--- config.mk ---
export PLATFORM = sky130hd
export DESIGN_NAME = thread_queue_manager_unit
export DESIGN_NICKNAME = d
export VERILOG_FILES = /design/src/hw/rtl/tqm_pkg.sv /design/src/hw/rtl/thread_queue_manager_unit.sv /design/src/hw/rtl/tqm_front.sv /design/src/hw/rtl/tqm_back.sv
export SDC_FILE = /design/constraint.sdc
export NUM_CORES = 1
export LEC_CHECK = 0
export ABC_CLOCK_PERIOD_IN_PS = 3700
export BUFFER_PORTS_ARGS = -buffer_cell sky130_fd_sc_hd__buf_2
export CORE_UTILIZATION = 45
export CTS_BUF_LIST = sky130_fd_sc_hd__clkbuf_4
export DETAILED_ROUTE_END_ITERATION = 12
export MAX_ROUTING_LAYER = met4
export SYNTH_ARGS = -nofsm -noshare
export SYNTH_HDL_FRONTEND = slang
export SYNTH_SLANG_ARGS = --single-unit
--- constraint.sdc ---
create_clock -name clk -period 3.7 [get_ports clk]
set_input_delay 0.37 -clock clk [delete_from_list [all_inputs] [get_ports clk]]
set_output_delay 0.37 -clock clk [all_outputs]
set_load 0.01 [all_outputs]
--- src/hw/rtl/tqm_pkg.sv ---
// ----------------------------------------------------------------------------
// tqm_pkg
// Shared sizes, codes and types of the thread queue manager.
// ----------------------------------------------------------------------------
package tqm_pkg;

	localparam int unsigned NUM_THREADS = 16;
	localparam int unsigned NUM_QUEUES  = 8;

	localparam int unsigned TID_W = $clog2(NUM_THREADS);
	localparam int unsigned QID_W = $clog2(NUM_QUEUES);
	localparam int unsigned CNT_W = $clog2(NUM_THREADS + 1);

	// field widths on the stream ports
	localparam int unsigned KIND_FW   = 2;
	localparam int unsigned THREAD_FW = 4;
	localparam int unsigned QUEUE_FW  = 3;
	localparam int unsigned STATUS_FW = 2;

	localparam logic [KIND_FW-1:0] KIND_PUT = 2'd0;
	localparam logic [KIND_FW-1:0] KIND_GET = 2'd1;
	localparam logic [KIND_FW-1:0] KIND_DEL = 2'd2;

	typedef enum logic [1:0] {
		OP_PUT,
		OP_GET,
		OP_DEL,
		OP_NOP
	} op_t;

	typedef enum logic [STATUS_FW-1:0] {
		ST_OK,
		ST_QUEUED,
		ST_NOT_IN,
		ST_EMPTY
	} status_t;

	typedef struct packed {
		op_t              op;
		logic [TID_W-1:0] thread;
		logic [QID_W-1:0] queue;
	} cmd_t;

	typedef struct packed {
		logic [THREAD_FW-1:0] got_thread;
		logic                 got_valid;
		status_t              status;
	} result_t;

	typedef enum logic [3:0] {
		S_IDLE,
		S_DISPATCH,
		S_PUT_RD,
		S_PUT_LINK,
		S_GET_RD,
		S_GET_NEXT,
		S_DEL_CMP,
		S_DEL_FIX,
		S_DEL_WR
	} state_t;

endpackage

--- src/hw/rtl/thread_queue_manager_unit.sv ---
// ----------------------------------------------------------------------------
// thread_queue_manager_unit
// Several FIFO queues of thread numbers kept as circular linked lists.
// ----------------------------------------------------------------------------
// Each command gives exactly one result. Commands are taken into a two-entry
// queue and executed one at a time against a link store with one write and
// one registered read per cycle. A delete walks the link store, one link a
// cycle, to find the predecessor. A refused put, a delete of a thread not in
// the named queue, a get from an empty queue and an unused kind finish in the
// dispatch state and change nothing.
module thread_queue_manager_unit import tqm_pkg::*; (
	input  logic       clk,
	input  logic       arst_n,
	input  logic       s_axis_tvalid,
	output logic       s_axis_tready,
	input  logic [7:0] s_axis_tdata,  // thread_id[3:0], queue_id[6:4], zero[7]
	input  logic [1:0] s_axis_tuser,  // kind[1:0]
	output logic       m_axis_tvalid,
	input  logic       m_axis_tready,
	output logic [7:0] m_axis_tdata,  // got_thread[3:0], status[5:4], zero[7:6]
	output logic       m_axis_tuser   // got_valid[0]
);

	logic    cmd_valid;
	logic    cmd_ready;
	cmd_t    cmd;
	result_t res;

	tqm_front u_front (
		.clk       (clk),
		.arst_n    (arst_n),
		.in_valid  (s_axis_tvalid),
		.in_ready  (s_axis_tready),
		.in_kind   (s_axis_tuser),
		.in_thread (s_axis_tdata[3:0]),
		.in_queue  (s_axis_tdata[6:4]),
		.cmd_valid (cmd_valid),
		.cmd_ready (cmd_ready),
		.cmd       (cmd)
	);

	tqm_back u_back (
		.clk       (clk),
		.arst_n    (arst_n),
		.cmd_valid (cmd_valid),
		.cmd_ready (cmd_ready),
		.cmd       (cmd),
		.res_valid (m_axis_tvalid),
		.res_ready (m_axis_tready),
		.res       (res)
	);

	assign m_axis_tdata = {2'b00, res.status, res.got_thread};
	assign m_axis_tuser = res.got_valid;

endmodule

--- src/hw/rtl/tqm_front.sv ---
// ----------------------------------------------------------------------------
// tqm_front
// Accepts commands, decodes the kind and buffers them in a two-entry queue.
// ----------------------------------------------------------------------------
module tqm_front import tqm_pkg::*; (
	input  logic                 clk,
	input  logic                 arst_n,
	input  logic                 in_valid,
	output logic                 in_ready,
	input  logic [KIND_FW-1:0]   in_kind,
	input  logic [THREAD_FW-1:0] in_thread,
	input  logic [QUEUE_FW-1:0]  in_queue,
	output logic                 cmd_valid,
	input  logic                 cmd_ready,
	output cmd_t                 cmd
);

	localparam int unsigned CQ_DEPTH = 2;

	cmd_t       slot_q [CQ_DEPTH];
	logic       wr_ptr_q;
	logic       rd_ptr_q;
	logic [1:0] count_q;
	cmd_t       dec;
	logic       push;
	logic       pop;

	always_comb begin
		dec.thread = in_thread[TID_W-1:0];
		dec.queue  = in_queue[QID_W-1:0];
		unique case (in_kind)
			KIND_PUT: dec.op = OP_PUT;
			KIND_GET: dec.op = OP_GET;
			KIND_DEL: dec.op = OP_DEL;
			default:  dec.op = OP_NOP;
		endcase
	end

	assign in_ready  = (count_q != 2'(CQ_DEPTH));
	assign cmd_valid = (count_q != 2'd0);
	assign cmd       = slot_q[rd_ptr_q];
	assign push      = in_valid && in_ready;
	assign pop       = cmd_valid && cmd_ready;

	always_ff @(posedge clk) begin
		if (push) begin
			slot_q[wr_ptr_q] <= dec;
		end
	end

	always_ff @(posedge clk or negedge arst_n) begin
		if (!arst_n) begin
			wr_ptr_q <= 1'b0;
			rd_ptr_q <= 1'b0;
			count_q  <= 2'd0;
		end else begin
			if (push) begin
				wr_ptr_q <= ~wr_ptr_q;
			end
			if (pop) begin
				rd_ptr_q <= ~rd_ptr_q;
			end
			case ({push, pop})
				2'b10:   count_q <= count_q + 2'd1;
				2'b01:   count_q <= count_q - 2'd1;
				default: count_q <= count_q;
			endcase
		end
	end

endmodule

--- src/hw/rtl/tqm_back.sv ---
// ----------------------------------------------------------------------------
// tqm_back
// Executes queued commands on the linked-list state and holds the result.
// ----------------------------------------------------------------------------
module tqm_back import tqm_pkg::*; (
	input  logic    clk,
	input  logic    arst_n,
	input  logic    cmd_valid,
	output logic    cmd_ready,
	input  cmd_t    cmd,
	output logic    res_valid,
	input  logic    res_ready,
	output result_t res
);

	state_t           state_q, state_d;
	cmd_t             cur_q;
	logic [TID_W-1:0] tail_q [NUM_QUEUES];
	logic             nonempty_q [NUM_QUEUES];
	logic [QID_W-1:0] member_queue_q [NUM_THREADS];
	logic             member_valid_q [NUM_THREADS];
	logic [TID_W-1:0] link_mem [NUM_THREADS];
	logic [TID_W-1:0] link_rdata_q;
	logic [TID_W-1:0] walk_p_q;
	logic [TID_W-1:0] head_q;
	logic [CNT_W-1:0] walk_cnt_q;
	logic             out_valid_q;
	result_t          out_q;

	logic [TID_W-1:0] t;
	logic [QID_W-1:0] q;
	logic [TID_W-1:0] tail_cur;
	logic             walk_stop;

	// datapath controls
	logic             link_re;
	logic [TID_W-1:0] link_raddr;
	logic             link_we;
	logic [TID_W-1:0] link_waddr;
	logic [TID_W-1:0] link_wdata;
	logic             tail_we;
	logic [TID_W-1:0] tail_wdata;
	logic             ne_set;
	logic             ne_clr;
	logic             mbr_set;
	logic             mbr_clr;
	logic [TID_W-1:0] mbr_clr_id;
	logic             walk_start;
	logic             walk_step;
	logic             head_load;
	logic             finish;
	result_t          fin_res;

	assign t         = cur_q.thread;
	assign q         = cur_q.queue;
	assign tail_cur  = tail_q[q];
	assign walk_stop = (link_rdata_q == t) || (walk_cnt_q == CNT_W'(NUM_THREADS));
	// a command starts only with the result register empty
	assign cmd_ready = (state_q == S_IDLE) && !out_valid_q;
	assign res_valid = out_valid_q;
	assign res       = out_q;

	always_comb begin
		state_d = state_q;
		unique case (state_q)
			S_IDLE: begin
				if (cmd_valid && cmd_ready) begin
					state_d = S_DISPATCH;
				end
			end
			S_DISPATCH: begin
				unique case (cur_q.op)
					OP_PUT: begin
						if (!member_valid_q[t] && nonempty_q[q]) begin
							state_d = S_PUT_RD;
						end else begin
							state_d = S_IDLE;
						end
					end
					OP_GET: state_d = nonempty_q[q] ? S_GET_RD : S_IDLE;
					OP_DEL: begin
						if (member_valid_q[t] && member_queue_q[t] == q && nonempty_q[q]) begin
							state_d = S_DEL_CMP;
						end else begin
							state_d = S_IDLE;
						end
					end
					default: state_d = S_IDLE;
				endcase
			end
			S_PUT_RD:   state_d = S_PUT_LINK;
			S_PUT_LINK: state_d = S_IDLE;
			S_GET_RD:   state_d = (link_rdata_q == tail_cur) ? S_IDLE : S_GET_NEXT;
			S_GET_NEXT: state_d = S_IDLE;
			S_DEL_CMP:  state_d = walk_stop ? S_DEL_FIX : S_DEL_CMP;
			S_DEL_FIX:  state_d = (walk_p_q == t) ? S_IDLE : S_DEL_WR;
			S_DEL_WR:   state_d = S_IDLE;
			default:    state_d = S_IDLE;
		endcase
	end

	always_comb begin
		link_re    = 1'b0;
		link_raddr = '0;
		link_we    = 1'b0;
		link_waddr = '0;
		link_wdata = '0;
		tail_we    = 1'b0;
		tail_wdata = '0;
		ne_set     = 1'b0;
		ne_clr     = 1'b0;
		mbr_set    = 1'b0;
		mbr_clr    = 1'b0;
		mbr_clr_id = t;
		walk_start = 1'b0;
		walk_step  = 1'b0;
		head_load  = 1'b0;
		finish     = 1'b0;
		fin_res    = '{got_thread: '0, got_valid: 1'b0, status: ST_OK};
		unique case (state_q)
			S_IDLE: ;
			S_DISPATCH: begin
				unique case (cur_q.op)
					OP_PUT: begin
						if (member_valid_q[t]) begin
							finish         = 1'b1;
							fin_res.status = ST_QUEUED;
						end else if (nonempty_q[q]) begin
							link_re    = 1'b1;
							link_raddr = tail_cur;
						end else begin
							// lone thread links to itself
							link_we    = 1'b1;
							link_waddr = t;
							link_wdata = t;
							tail_we    = 1'b1;
							tail_wdata = t;
							ne_set     = 1'b1;
							mbr_set    = 1'b1;
							finish     = 1'b1;
						end
					end
					OP_GET: begin
						if (!nonempty_q[q]) begin
							finish         = 1'b1;
							fin_res.status = ST_EMPTY;
						end else begin
							link_re    = 1'b1;
							link_raddr = tail_cur;
						end
					end
					OP_DEL: begin
						if (member_valid_q[t] && member_queue_q[t] == q && nonempty_q[q]) begin
							link_re    = 1'b1;
							link_raddr = tail_cur;
							walk_start = 1'b1;
						end else begin
							finish         = 1'b1;
							fin_res.status = ST_NOT_IN;
						end
					end
					default: finish = 1'b1;
				endcase
			end
			S_PUT_RD: begin
				// new thread takes over the head link of the old tail
				link_we    = 1'b1;
				link_waddr = t;
				link_wdata = link_rdata_q;
			end
			S_PUT_LINK: begin
				link_we    = 1'b1;
				link_waddr = tail_cur;
				link_wdata = t;
				tail_we    = 1'b1;
				tail_wdata = t;
				ne_set     = 1'b1;
				mbr_set    = 1'b1;
				finish     = 1'b1;
			end
			S_GET_RD: begin
				head_load = 1'b1;
				if (link_rdata_q == tail_cur) begin
					ne_clr             = 1'b1;
					mbr_clr            = 1'b1;
					mbr_clr_id         = link_rdata_q;
					finish             = 1'b1;
					fin_res.got_thread = THREAD_FW'(link_rdata_q);
					fin_res.got_valid  = 1'b1;
				end else begin
					link_re    = 1'b1;
					link_raddr = link_rdata_q;
				end
			end
			S_GET_NEXT: begin
				link_we            = 1'b1;
				link_waddr         = tail_cur;
				link_wdata         = link_rdata_q;
				mbr_clr            = 1'b1;
				mbr_clr_id         = head_q;
				finish             = 1'b1;
				fin_res.got_thread = THREAD_FW'(head_q);
				fin_res.got_valid  = 1'b1;
			end
			S_DEL_CMP: begin
				// follow the list until the predecessor of the thread is found or the walk bound is hit
				if (!walk_stop) begin
					walk_step  = 1'b1;
					link_re    = 1'b1;
					link_raddr = link_rdata_q;
				end
			end
			S_DEL_FIX: begin
				if (walk_p_q == t) begin
					ne_clr  = 1'b1;
					mbr_clr = 1'b1;
					finish  = 1'b1;
				end else begin
					link_re    = 1'b1;
					link_raddr = t;
				end
			end
			S_DEL_WR: begin
				link_we    = 1'b1;
				link_waddr = walk_p_q;
				link_wdata = link_rdata_q;
				tail_we    = (tail_cur == t);
				tail_wdata = walk_p_q;
				mbr_clr    = 1'b1;
				finish     = 1'b1;
			end
			default: ;
		endcase
	end

	always_ff @(posedge clk or negedge arst_n) begin
		if (!arst_n) begin
			state_q     <= S_IDLE;
			out_valid_q <= 1'b0;
		end else begin
			state_q <= state_d;
			if (finish) begin
				out_valid_q <= 1'b1;
			end else if (res_ready) begin
				out_valid_q <= 1'b0;
			end
		end
	end

	always_ff @(posedge clk or negedge arst_n) begin
		if (!arst_n) begin
			for (int i = 0; i < NUM_QUEUES; i++) begin
				tail_q[i]     <= '0;
				nonempty_q[i] <= 1'b0;
			end
			for (int i = 0; i < NUM_THREADS; i++) begin
				member_queue_q[i] <= '0;
				member_valid_q[i] <= 1'b0;
			end
		end else begin
			if (tail_we) begin
				tail_q[q] <= tail_wdata;
			end
			if (ne_set) begin
				nonempty_q[q] <= 1'b1;
			end else if (ne_clr) begin
				nonempty_q[q] <= 1'b0;
			end
			if (mbr_set) begin
				member_queue_q[t] <= q;
				member_valid_q[t] <= 1'b1;
			end else if (mbr_clr) begin
				member_queue_q[mbr_clr_id] <= '0;
				member_valid_q[mbr_clr_id] <= 1'b0;
			end
		end
	end

	// link store: one write and one registered read per cycle
	always_ff @(posedge clk) begin
		if (link_we) begin
			link_mem[link_waddr] <= link_wdata;
		end
		if (link_re) begin
			link_rdata_q <= link_mem[link_raddr];
		end
	end

	always_ff @(posedge clk) begin
		if (cmd_valid && cmd_ready) begin
			cur_q <= cmd;
		end
		if (finish) begin
			out_q <= fin_res;
		end
		if (head_load) begin
			head_q <= link_rdata_q;
		end
		if (walk_start) begin
			walk_p_q   <= tail_cur;
			walk_cnt_q <= '0;
		end else if (walk_step) begin
			walk_p_q   <= link_rdata_q;
			walk_cnt_q <= walk_cnt_q + CNT_W'(1);
		end
	end

`ifndef SYNTHESIS
	a_busy_result_empty: assert property (@(posedge clk) disable iff (!arst_n)
		(state_q != S_IDLE) |-> !out_valid_q)
		else $error("result register occupied while a command runs");

	a_walk_bound: assert property (@(posedge clk) disable iff (!arst_n)
		(state_q == S_DEL_CMP) |-> (walk_cnt_q <= CNT_W'(NUM_THREADS)))
		else $error("delete walk ran past its bound");

	a_got_unlinked: assert property (@(posedge clk) disable iff (!arst_n)
		($rose(out_valid_q) && out_q.got_valid)
			|-> !member_valid_q[out_q.got_thread[TID_W-1:0]])
		else $error("returned thread still marked as queued");

	a_finish_to_idle: assert property (@(posedge clk) disable iff (!arst_n)
		finish |=> (state_q == S_IDLE) && out_valid_q)
		else $error("command finished without posting its result");
`endif

endmodule
After elaboration in Yosys (flattened, before gate mapping)
Memory sizes are Yosys's and may differ from the RTL's. A register that Yosys moved wholly into a read port is not among the register bits.
Index checks and enable logic that the tools add are counted.
- register bits after elaboration: 133
- input port bits: 14
- RAM bits: 82
- logic and storage cells: 230
- memories kept: 2
- reduce and logical (&&, ||, !) cells: 26
- $add $sub $neg: 3
- eq/ne operators: 22
- magnitude comparators: 6
- multiplexer cells: 99
- bitwise logic cells: 13
- memories (memory ; words ; width ; read ports ; clocked after Yosys merged registers in ; write ports ; RTL line ; text):
    u_back.link_mem ; 16 ; 4 ; 1 ; 1 ; 1 ; tqm_back.sv:22 ; logic [TID_W-1:0] link_mem [NUM_THREADS];
    u_front.slot_q ; 2 ; 9 ; 1 ; 1 ; 1 ; tqm_front.sv:20 ; cmd_t slot_q [CQ_DEPTH];
- operators with widths (kind ; number):
    $mux 48 ; 2
    $mux 4 ; 17
    $and 48x48->48 ; 1
    $bwmux 48 ; 1
    $not 48->48 ; 1
    $pmux 4 s3 ; 4
    $bwmux 32 ; 1
    $mux 1 ; 32
    $mux 16 ; 2
    $pmux 4 s4 ; 2
    $demux 3 s4 ; 2
    $pmux 4 s6 ; 1
    $mux 3 ; 7
    $and 16x16->16 ; 1
    $eq 4x3->1 const B ; 4
    $eq 4x4->1 ; 4
    $mux 8 ; 2
    $not 16->16 ; 1
    $or 16x16->16 ; 1
    $bmux 3 s4 ; 1
    $bmux 4 s3 ; 1
    $demux 4 s3 ; 1
    $pmux 1 s3 ; 4
    $pmux 2 s3 ; 2
    41 further kinds ; 74

Depth between registers and ports, before layout
- depth after elaboration: 16
- mapped depth: 15
- depth with buffers taken out: 12

Cells and area by module
A second synthesis with hierarchy kept.
- cells, all modules: 981
- area total of the unflattened synthesis: 10965.5 sq um
- modules (own cells, without submodules) (module ; instances ; area an instance (sq um) ; cells an instance ; seq. area each (sq um)):
    tqm_back ; 1 ; 10097.2 ; 931 ; 5590.4
    tqm_front ; 1 ; 849.6 ; 47 ; 640.6
    thread_queue_manager_unit ; 1 ; 18.8 ; 3 ; 0.0

Worst setup path after synthesis
Ideal clock, no wire load.
- path kind: register -> register
- from: register u_back.t[2] (netlist name)
- to: register u_back.link_rdata_q[0], read port of u_back.link_mem (data pin)
- path buffers: 3
- slack: 0.578 ns
- data arrival time: 2.850 ns
- cell stages (with the launch flop): 14
- clock period less this slack: 3.122 ns
- required time: 3.428 ns
- path through: edfxtp_1 buf_4 buf_4 mux4_2 a22oi_1 nand3_1 xnor2_1 and4_1 o211ai_1 clkbuf_1 a21boi_0 a211o_1 a32oi_1 o211ai_1
- longest elaborated chain between the ends: 10
- RTL lines (item ; RTL line ; text):
    $not 4->5 (not written as such) ; tqm_back.sv:125, tqm_back.sv:153 ;
    $bmux 3 s4 ; tqm_back.sv:153 ; if (member_valid_q[t] && member_queue_q[t] == q && nonempty_q[q]) begin
    $mux 3 (not written as such) (2 in series) ; tqm_back.sv:153 ;
    $eq 3x3->1 ; tqm_back.sv:153 ;
    $logic_and 1x1->1 (2 in series) ; tqm_back.sv:153 ;
    $mux 4 / $mux 1 (equally long branches) ; tqm_back.sv:153 ;
    $pmux 4 s3 / $pmux 1 s3 (equally long branches) ; tqm_back.sv:123 ; unique case (cur_q.op)
    $pmux 4 s4 / $pmux 1 s4 (equally long branches) ; tqm_back.sv:120 ; unique case (state_q)
    end, declared ; tqm_back.sv:23 ; logic [TID_W-1:0] link_rdata_q;
Several ways; a longest one is shown, not always the timed one. The select of a mux whose other input is x is not followed.
A chain may end at the register's enable or synchronous reset.

Worst setup path in the final report
- from: register u_back.q[2] (netlist name)
- to: register u_back.member_queue_q[8] (netlist bit)
- longest elaborated chain between the ends: 16
- RTL lines (item ; RTL line ; text):
    $not 3->4 (not written as such) ; tqm_back.sv:56, tqm_back.sv:128 ;
    $bmux 4 s3 ; tqm_back.sv:56 ; assign tail_cur = tail_q[q];
    $mux 4 (not written as such) (2 in series) ; tqm_back.sv:56 ;
    $eq 4x4->1 ; tqm_back.sv:183 ; if (link_rdata_q == tail_cur) begin
    $mux 4 ; tqm_back.sv:183 ;
    $pmux 4 s2 ; tqm_back.sv:120 ;
    $not 4->5 (not written as such) ; tqm_back.sv:273 ; member_queue_q[mbr_clr_id] <= '0;
    $ge 5x5->1 (not written as such) / $lt 5x1->1 (equally long branches) ; tqm_back.sv:273 ;
    $logic_and 1x1->1 (not written as such) ; tqm_back.sv:273 ;
    $mux 3 (not written as such) ; tqm_back.sv:273 ;
    $demux 3 s4 ; tqm_back.sv:273 ;
    $not 48->48 (no source line) ; -- ;
    $and 48x48->48 (no source line) ; -- ;
    $mux 48 ; tqm_back.sv:272 ; end else if (mbr_clr) begin
    $mux 48 ; tqm_back.sv:269 ; if (mbr_set) begin
    end signal, assigned by index ; tqm_back.sv:270 ; member_queue_q[t] <= q;
    end, declared ; tqm_back.sv:20 ; logic [QID_W-1:0] member_queue_q [NUM_THREADS];
Several ways; a longest one is shown, not always the timed one. The select of a mux whose other input is x is not followed.

==> results.cfg <==
[die]
die_area_mm2 = 0.0252
die_w_um = 159
initial_core_util_pct = 45.7
coreArea_mm2 = 0.0242
ios = 25
die_h_um = 159
rows = 57

[pwr]
vdd_ir_drop_max_v = 0.000376
power_density_mw_per_mm2 = 817
leakage_nw = 5.14

[logic_synthesis]
synth_edf_count = 110
netlist.area_leader.share_pct = 29.9
yosysMostFrequentCell = dfrtp_1
synth_common_cells = dfrtp_1, nand2_1, edfxtp_1, nor2_1, o21ai_0
yosysTopAreaCell = edfxtp_1
synth_ff_type = dfrtp_1
synth_area_leaders = edfxtp_1, dfrtp_1, nand2_1
yosysWarnings = 0
synth-seq-cells = 228
async_reset_ff_share_pct = 49.6
yosysSeqAreaShare_pct = 56.3
synthCells = 995
synth_cell_types = 82
syn_avg_cell_area_um2 = 11.1
synth_area_mm2 = 0.0111

[drt]
avgViaCountPerCell = 5.76
wl_per_cell_um = 19.4
vias = 8472
drt_iter0_drc = 622
drt-pass1-iter-count = 5
ant_nets = 0
drc = 0
wl_um = 28600

[global_route]
grt_pass1_wl_um = 45300
antenna_found_initial = 1
grt_max_degree = 61
overflow = 0
grt_pass1_vias = 8192
grt_util_all_layers_pct = 23.7

[timing]
grt_setup_unrepaired = true
final.setup.worst_slack_ns = 0.0824
fin_crit_sh_pct = 97.8
finalClockSkew_ns = 0.0766
hold_slack_ns = 0.291
period_needed_ns = 3.62
maxSlewViolCount = 0
hold_violations = 0
relSlewSlack_pct = 46.7
fmax_ghz = 0.276
tightest_slew_ns = 0.799
setup_viol = 0

[clock_tree]
insertion_delay_ns = 0.71
cts_htree_levels = 2
clock-sinks = 228
root_buffer = clkbuf_4
cts_tree = built
clk_pin_slew_ns = 0.07
numCtsBuffers = 59
cts_buffer_depth = 3

[critical_path]
critPathKind = register to register
worstPathRequired_ns = 4.29
critPathLaunchType = register
crit_chain = clkbuf_1 > buf_4 > nor2_1 > a221o_1 > and3_1 > o311ai_4 > nor2_1 > o21ai_2 > o2bb2ai_2 > nand3_1 > nand2b_1 > a32o_1
cp_common_cell = nor2_1
crit_path_max_fanout = 6
worst_path_max_delay_cell = edfxtp_1
worst_setup_path_end_kind = register
worstPathArrival_ns = 4.20
cpPeakStageDelay_ns = 0.47

[place]
numPortBuffers = 21
place_ws_ns = -0.0691
post-dp-hpwl_um = 19600
place.gp.congestion = 0.879

[finish]
ff_latch_area_mm2 = 0.00623
fillers = 2148
syn_to_final_growth_pct = 16.1
fin_nets = 1115
multi_input_area_mm2 = 0.00453
layout-drive-gt1-share_pct = 21.6

[run]
maxCapViolCount = 0

[status]
status = complete, no violations

[hold_path]
hp-class = input pin to async pin
[path summary, 6_finish.rpt]
check / from / end / slack, ns / cells after the start
worst max register to register: u_back.q[2] / u_back.member_queue_q[8] / 0.08 / 12
min in group clk: s_axis_tdata[0] / u_front.slot_q[1][3] / 0.38 / 2
max in group asynchronous: arst_n / u_back.member_queue_q[11] / 2.48 / 3
worst min-delay path: arst_n / u_front.rd_ptr_q / 0.29 / 2
worst min register to register: u_back.tail_q[29] / u_back.tail_q[29] / 0.48 / 2
worst max-delay path: u_back.q[2] / u_back.member_queue_q[8] / 0.08 / 12
[critical path, delay by kind of cell (launching register included)]
kind | cells | cell delay, ns
DFF | 1 | 0.47
and+or+nand+nor | 5 | 1.03
buffers and inverters | 2 | 0.33
AOI/OAI and AO/OA | 5 | 1.66
[repair_timing]
action,4_1_cts,5_1_grt
endpoints found under the setup margin,4,77
resized for setup,1,13
buffers inserted,3,6
hold endpoints to repair,78,0
hold buffers,12,0
pin swaps,0,0
[routing by layer]
metal  track usage [%]  wire, um  vias to the layer above  part of all wire (%)
li1                  -         -                     3968                     -
met1              33.5     13300                     4165                    46
met2              34.8     12900                      289                    45
met3              4.23      1810                       50                   6.3
met4              7.06       561                        0                   2.0
met5                 -         0                        -                     0
[placed cells by master (no fill, tap or decap), types with 9 or more instances in the layout]
| master | Yosys | routed |
|---|---|---|
| a21boi_0 | 10 | 10 |
| a21oi_1 | 54 | 52 |
| a22o_1 | 23 | 23 |
| a22oi_1 | 15 | 15 |
| a32o_1 | 18 | 18 |
| a32oi_1 | 13 | 13 |
| and2_1 | 9 | 9 |
| buf_2 | 13 | 20 |
| buf_4 | 11 | 65 |
| clkbuf_4 | 0 | 86 |
| clkinv_1 | 0 | 16 |
| dfrtp_1 | 113 | 113 |
| dlygate4sd3_1 | 0 | 12 |
| edfxtp_1 | 110 | 110 |
| inv_1 | 14 | 14 |
| mux2_2 | 10 | 10 |
| mux2i_1 | 15 | 15 |
| mux4_2 | 14 | 14 |
| nand2_1 | 112 | 111 |
| nand2b_1 | 13 | 13 |
| nand3_1 | 30 | 30 |
| nor2_1 | 98 | 96 |
| nor2b_1 | 12 | 12 |
| nor3_1 | 11 | 9 |
| o211ai_1 | 9 | 9 |
| o21ai_0 | 60 | 60 |
| xnor2_1 | 11 | 11 |
| xor2_1 | 12 | 12 |
[through the flow]
step	power, mW	cell area, um2	std cells	setup TNS (ns)	utilization [%]
2_1_floorplan	6.76	11100	996	0	-
3_3_place_gp	8.11	11800	1340	-0.0603	48.9
3_5_place_dp	8.17	11800	1340	-0.117	48.9
4_1_cts	10.4	12700	1464	0	52.7
5_1_grt	11.2	12800	1471	-0.434	53.1
6_report	10.5	12800	1471	0	53.1
[flip-flops by register name (all words and copies together), names as in the netlist, 2 cells and up, named ones only]
name                   cells
u_back.t                   4
u_back.link_rdata_q        4
u_back.link_mem           64
u_back.tail_q             32
u_back.member_valid_q     16
u_back.walk_p_q            4
u_back.res                 7
u_front.slot_q            18
u_back.state_q             4
u_back.q                   3
u_back.member_queue_q     48
u_front.count_q            2
u_back.cur_q               2
u_back.head_q              4
u_back.walk_cnt_q          5
[area by class of cell]
type | count | share of cell area, %
antenna | 1 | 0.0195
multi-input combinational | 689 | 35.2
tap | 324 | 3.16
clock buffer | 86 | 5.03
inverter | 15 | 0.438
sequential | 228 | 48.5
clock inverter | 23 | 0.964
timing repair buffer | 105 | 6.63
[power by group]
| group | leakage (nW) | switching (mW) | internal [mW] |
|---|---|---|---|
| combinational | 2.10 | 2.56 | 1.76 |
| clock | 0.459 | 1.04 | 1.14 |
| sequential | 2.58 | 0.452 | 3.54 |
[cell families after synthesis]
kind of cell               count (synthesis)  share of synthesized area [%]
and+or+nand+nor                          344                           15.1
AOI/OAI and AO/OA                        277                           17.7
DFF                                      228                           56.3
buffers and inverters                     79                           3.34
muxes                                     40                           5.33
xor gates and xnor gates                  23                           1.82
adders and majority gates                  3                          0.339
other                                      1                         0.0339
Note: power is estimated with default switching activity, not from simulation.
